$ cat config.mk
export PLATFORM = sky130hd
export DESIGN_NAME = srrip_hash
export DESIGN_NICKNAME = d
export VERILOG_FILES = /design/src/srrip_pkg.sv /design/src/srrip_hash.sv
export SDC_FILE = /design/constraint.sdc
export NUM_CORES = 1
export LEC_CHECK = 0
export CAP_MARGIN = 20
export CORE_ASPECT_RATIO = 1.75
export CORE_UTILIZATION = 57
export DETAILED_ROUTE_END_ITERATION = 8
export DONT_BUFFER_PORTS = 1
export GPL_TIMING_DRIVEN = 0
export PLACE_DENSITY = 0.8
export SYNTH_ARGS = -nofsm -noshare
export SYNTH_HDL_FRONTEND = slang
export SYNTH_SLANG_ARGS = --single-unit
$ cat constraint.sdc
create_clock -name clk -period 10.1 [get_ports clk]
set_input_delay 1.515 -clock clk [delete_from_list [all_inputs] [get_ports clk]]
set_output_delay 1.515 -clock clk [all_outputs]
set_load 0.01 [all_outputs]
$ cat src/srrip_pkg.sv
`default_nettype none

package srrip_pkg;

  // Field widths fixed by the request format
  localparam int SET_IN_W = 11;
  localparam int WAY_IN_W = 4;
  localparam int PC_W     = 64;
  localparam int SIG_W    = 14;
  localparam int CTR_W    = 3;

  // Signature counter table: one counter per 14-bit signature
  localparam int CTR_ENTRIES = 16384;

  // Defaults for the top-level parameters
  localparam int DEF_SETS = 2048;
  localparam int DEF_WAYS = 16;

  // Signature hash modulus; 2^14 is congruent to 3 modulo it
  localparam logic [SIG_W-1:0] SIG_MOD = 14'd16381;

  localparam logic [CTR_W-1:0] CTR_MAX      = 3'd7;
  localparam logic [CTR_W-1:0] CTR_DEAD_MAX = 3'd1;
  localparam logic [1:0]       RRPV_DISTANT = 2'd3;
  localparam logic [1:0]       RRPV_LONG    = 2'd2;
  localparam logic [1:0]       RRPV_NEAR    = 2'd0;

  // Request opcodes
  localparam logic [1:0] OP_VICTIM = 2'd0;
  localparam logic [1:0] OP_FILL   = 2'd1;
  localparam logic [1:0] OP_ACCESS = 2'd2;

  typedef struct packed {
    logic [1:0]          op;
    logic [SET_IN_W-1:0] set_index;
    logic [WAY_IN_W-1:0] way;
    logic [PC_W-1:0]     pc;
    logic                hit;
  } req_t;

  typedef struct packed {
    logic [WAY_IN_W-1:0] victim_way;
    logic                predicted_dead;
  } rsp_t;

  // Per-block replacement state
  typedef struct packed {
    logic [SIG_W-1:0] sig;
    logic             reused;
    logic [1:0]       rrpv;
  } blk_t;

  localparam blk_t BLK_INIT = '{sig: '0, reused: 1'b0, rrpv: RRPV_DISTANT};

  typedef enum logic [3:0] {
    ST_CLEAR,
    ST_IDLE,
    ST_PREP,
    ST_ROW_RD,
    ST_SCAN,
    ST_CTR_OLD,
    ST_CTR_UPD,
    ST_CTR_NEW,
    ST_FINISH
  } state_t;

endpackage

`default_nettype wire

$ cat src/srrip_hash.sv
`default_nettype none

// PC signature hash: s = pc >> 2, x = s ^ s>>4 ^ s>>8, sig = x mod 16381.
// The modulo folds the high part back in, x = lo14 + 3*hi, one fold per
// cycle, until the high part is zero; a last compare and subtract finishes.
module srrip_hash (
  input  wire logic                             clk,
  input  wire logic                             load,
  input  wire logic [srrip_pkg::PC_W-1:0]       pc,
  output logic                                  ready,
  output logic      [srrip_pkg::SIG_W-1:0]      sig
);

  localparam int X_W  = srrip_pkg::PC_W - 2;
  localparam int HI_W = X_W - srrip_pkg::SIG_W;

  logic [X_W-1:0]              s;
  logic [X_W-1:0]              x;
  logic [X_W-1:0]              x_next;
  logic [HI_W-1:0]             hi;
  logic [srrip_pkg::SIG_W-1:0] lo;

  assign s  = pc[srrip_pkg::PC_W-1:2];
  assign hi = x[X_W-1:srrip_pkg::SIG_W];
  assign lo = x[srrip_pkg::SIG_W-1:0];

  // One fold per cycle; idempotent once the high part is gone
  assign x_next = X_W'(lo) + X_W'(hi) + (X_W'(hi) << 1);

  always_ff @(posedge clk) begin
    if (load) begin
      x <= s ^ (s >> 4) ^ (s >> 8);
    end else begin
      x <= x_next;
    end
  end

  assign ready = (hi == '0);
  assign sig   = (lo >= srrip_pkg::SIG_MOD) ? (lo - srrip_pkg::SIG_MOD) : lo;

endmodule

`default_nettype wire

# Word-level counts from Yosys, hierarchy flattened
# Cells that the tools add are included.
[totals] out_inout_bits=15 input_bits=66 regBits=62 elab_cells=10
[op_classes] n_reduce_logical=1 order_cmp=1 bitwise_logic=2 addsub=3 n_mux=2
[op_table] operator="$mux 62" n=1
[op_table] operator="$xor 62x54->62" n=1
[op_table] operator="$xor 62x58->62" n=1
[op_table] operator="$add 49x49->50" n=1
[op_table] operator="$add 14x48->49" n=1
[op_table] operator="$logic_not 48->1" n=1
[op_table] operator="$ge 14x14->1 const B" n=1
[op_table] operator="$mux 14" n=1
[op_table] operator="$sub 14x14->14 const B" n=1

# Logic depth before layout (Yosys ltp)
[depth] ltp_word=3 depth_mapped=13 mapped_depth_nobuf=13

# Worst setup path before layout
# Ideal clock, no wire load.
[synth_timing] kind="register to output" start="register x[0]" end="output sig[11] (netlist name)" n_path_buf=0 path_stages_with_launch=6 t_required_ps=8585 path_slack_ps=6572 arrival_ps=2013 cell_sequence="dfxtp_1 -> inv_1 -> ha_1 -> a2111oi_0 -> a21boi_0 -> nor2b_1"
[synth_between] elab_chain_len=2 word_cells_on_any_way=3 cone_classes="add/sub (1); order compare (1); mux (1)"
[synth_lines] item="from (decl)" line="srrip_hash.sv:18" rtl="logic [X_W-1:0] x;"
[synth_lines] item="from (signal assigned)" line="srrip_hash.sv:32" rtl="x <= s ^ (s >> 4) ^ (s >> 8);"
[synth_lines] item="from (signal assigned)" line="srrip_hash.sv:34" rtl="x <= x_next;"
[synth_lines] item="$sub 14x14->14 or $ge 14x14->1 (tied branches)" line="srrip_hash.sv:39" rtl="assign sig = (lo >= srrip_pkg::SIG_MOD) ? (lo - srrip_pkg::SIG_MOD) : lo;"
[synth_lines] item="$mux 14 *" line="srrip_hash.sv:39"
[synth_lines] item="to (decl)" line="srrip_hash.sv:11" rtl="output logic [srrip_pkg::SIG_W-1:0] sig"
# Mark *: on every way between the ends. The rest lies on a longest branch, timed or not.

# Worst setup path after layout
[layout_timing] start="register x[0]" end="output sig[7] (netlist name)"
# Same word-level chain as after synthesis.

==> results_dict.tcl <==
set metrics [dict create \
    timing.hold.worst_path_depth 2 \
    setup_viol 0 \
    diodes 0 \
    synthSimpleGateAreaFrac 0.149 \
    floorplan.rows 52 \
    synth-edff-count 0 \
    report.final.slew_viol_count 0 \
    sequentialPowerShare 0.147 \
    startpoint_type "flop" \
    final_layout_size_suffix_gt1_frac 0.0540 \
    p_leak_nw 3.29 \
    cts_tree "built" \
    worst_skew_pair.late_latency_ns 0.35 \
    overall_die_width_um 84.5 \
    gp_congestion 1.03 \
    fp.coreArea_um2 11600 \
    cts-root-to-sink-buffers 2 \
    instances_no_fill 969 \
    grt_antenna_before_repair 0 \
    grt_setup_unrepaired "false" \
    syn_nets 1001 \
    finish.net_count 1012 \
    result_of_the_run "finished clean" \
    detailed_place_hpwl_mm 17.1 \
    start_util 0.587 \
    min_path_type "reg2reg" \
    syn_area_per_cell_um2 8.31 \
    postCtsHoldBufs 0 \
    final-hold-violation-count 0 \
    max-cap-violations 0 \
    postSynth.asyncResetShare 0 \
    dominant_combinational_cell_family_by_area_after_synthesis "adder cells" \
    drc_errors 0 \
    synth.ff_latch_count 62 \
    globalRouteOverflowTotal 0 \
    slew_headroom 0.278 \
    timing.setup.tns_ns 0 \
    number_of_cells_produced_by_synthesis 818 \
    synth-xor-area-share 0.156 \
    number_of_buffers_inserted_during_clock_tree_synthesis 9 \
    clock_power_share 0.114 \
    pin_count 81 \
    ys_types 69 \
    fp.dieH_um 146 \
    top_register "x" \
    htree_num_levels 3 \
    cts_root_buf "clkbuf_16" \
    vias 6173 \
    crit_arrival_ns 2.68 \
    post_route_cell_area_um2 7290 \
    fin_worst_skew_ns 0.0100 \
    tightestPinTransition_ns 1.06 \
    critPathKind "reg2out" \
    largest_net_degree_at_the_start_of_global_routing 14 \
    synth.area.mux_share 0.00792 \
    clkSlewWorstSetupHoldPaths_ns 0.06 \
    timing.final.crit_period_ns 4.20 \
    drt-total-wl_mm 20.9 \
    port_buffers 0 \
    worst-path-max-fanout 6 \
    crit_path_end_kind "output port" \
    reg.largest.list "x: 62 flops" \
    period_share 0.416 \
    p_int_w 0.00148 \
    placed_cells 953 \
    drt_pre_antenna_iters 4 \
    drt.antenna.violating_nets 0 \
    final.hold.worst_slack_ns 0.623 \
    post_synth_fa_ha_maj_area_fraction 0.231 \
    power_frac_comb 0.739 \
    pwr_density_cell_nw_per_um2 426 \
    placedInstanceArea_um2 6960 \
    part_of_the_yosys_area_used_for_sequential_elements 0.183 \
    ir_drop_worst_vdd_mv 0.187 \
    required_ns 8.59 \
    switching_share 0.523 \
    dominantRegCellSynth "dfxtp_1" \
    worst_reg_to_reg_cells 13 \
    postCtsSetupRepairBufs 0 \
    first_global_vias 6253 \
    p_sw_w 0.00162 \
    viasPerCell 6.37 \
    synth_compound_gate_area_share 0.224 \
    grt_pass1_wl_mm 32.1 \
    max_freq_ghz 0.238 \
    largest_reg_flops 62 \
    area_delta_synth_final_pct 7.35 \
    tritoncts_num_sinks 62 \
    floorplan.die_area_um2 12400 \
    gr-usage-all-layers 0.344 \
    wire_length_per_cell_after_detailed_routing_um 21.6 \
    postCtsResizedCells 0 \
    syn_area_um2 6790 \
    initialDrtViolationCount 365 \
    yosysWarnings 0 \
]
[synth_stat cells (all sizes together) (3+ instances only)]
cell type / count / area [um2]
ha: 103 / 1290
xnor2: 88 / 771
nand2: 76 / 285
dfxtp: 62 / 1240
o21ai: 61 / 320
inv: 54 / 203
a21oi: 53 / 269
a21o: 35 / 263
xor2: 33 / 289
nor2: 30 / 113
clkbuf: 23 / 87.6
nand4: 17 / 106
nor2b: 17 / 106
and2: 15 / 93.8
fa: 14 / 280
and3: 11 / 68.8
a2111oi: 9 / 98.9
a211oi: 9 / 67.6
a31oi: 8 / 65.1
buf: 8 / 45.0
o211ai: 7 / 57.6
nand3: 6 / 30.0
nor3: 6 / 30.0
o21bai: 6 / 48.8
or3: 6 / 37.5
nor4: 5 / 31.3
o31ai: 5 / 42.5
a221oi: 4 / 35.0
a211o: 3 / 26.3
a31o: 3 / 26.3
mux2: 3 / 33.8
nand2b: 3 / 18.8
nor3b: 3 / 27.5
o21a: 3 / 22.5
[logic make-up after synthesis]
kind of cell    after synthesis
flops                        62
mux                           5
xor+xnor                    121
simple gates                203
fa+ha+maj                   117
compound gates              225
buf+inv                      85
[layout make-up]
type                       count  area, um2
clock buffer                   9        225
buffer                        31        133
inverter                      54        203
sequential                    62       1240
clock inverter                 7        105
fill                        1045       4290
tap                          135        169
multi-input combinational    671       5220
[placed cells by master (no fill, tap or decap), types with 14 or more instances in the layout]
master	instances
o21ai_0	56
inv_1	54
dfxtp_1	62
nand4_1	17
nor2b_1	17
xor2_1	33
nor2_1	30
clkbuf_1	22
nand2_1	76
ha_1	103
and2_1	15
a21oi_1	52
xnor2_1	88
fa_1	14
a21o_1	35
[power groups by stage]
stage,Sequential (W),Combinational [W],Clock (W)
2_1_floorplan,0.000420,0.00170,0
3_3_place_gp,0.000457,0.00219,0
3_5_place_dp,0.000459,0.00223,0
4_1_cts,0.000454,0.00226,0.000349
5_1_grt,0.000466,0.00252,0.000362
6_report,0.000456,0.00229,0.000353
[routing by layer]
layer	vias up	routed length, um	track usage
met5	-	0	0
met3	88	974	0.0565
met4	0	1700	0.264
met1	2945	6860	0.314
met2	224	11400	0.657
li1	2916	-	-
[stage by stage]
stage	power, W	utilization	setup slack, ns
CTS	0.00306	0.630	5.91
finish	0.00310	0.630	5.90
global route	0.00335	0.630	5.67
detailed placement	0.00269	0.601	6.21
global placement	0.00265	0.601	6.22
floorplan	0.00212	-	6.57
[worst max-delay path, stage by stage (launching register included)]
cell	delay, ns
dfxtp_1	0.38
inv_1	0.10
ha_1	0.21
a2111oi_0	0.92
a21boi_0	0.55
nor2b_1	0.17
[final timing paths]
check	startpoint	to	slack, ns
setup / recovery	x[0]$_DFF_P_	sig[7]	5.90
hold / removal	x[14]$_DFF_P_	x[0]$_DFF_P_	0.62
setup reg to reg	x[1]$_DFF_P_	x[47]$_DFF_P_	6.11
hold reg to reg	x[14]$_DFF_P_	x[0]$_DFF_P_	0.62
Note: power is estimated with default switching activity, not from simulation.
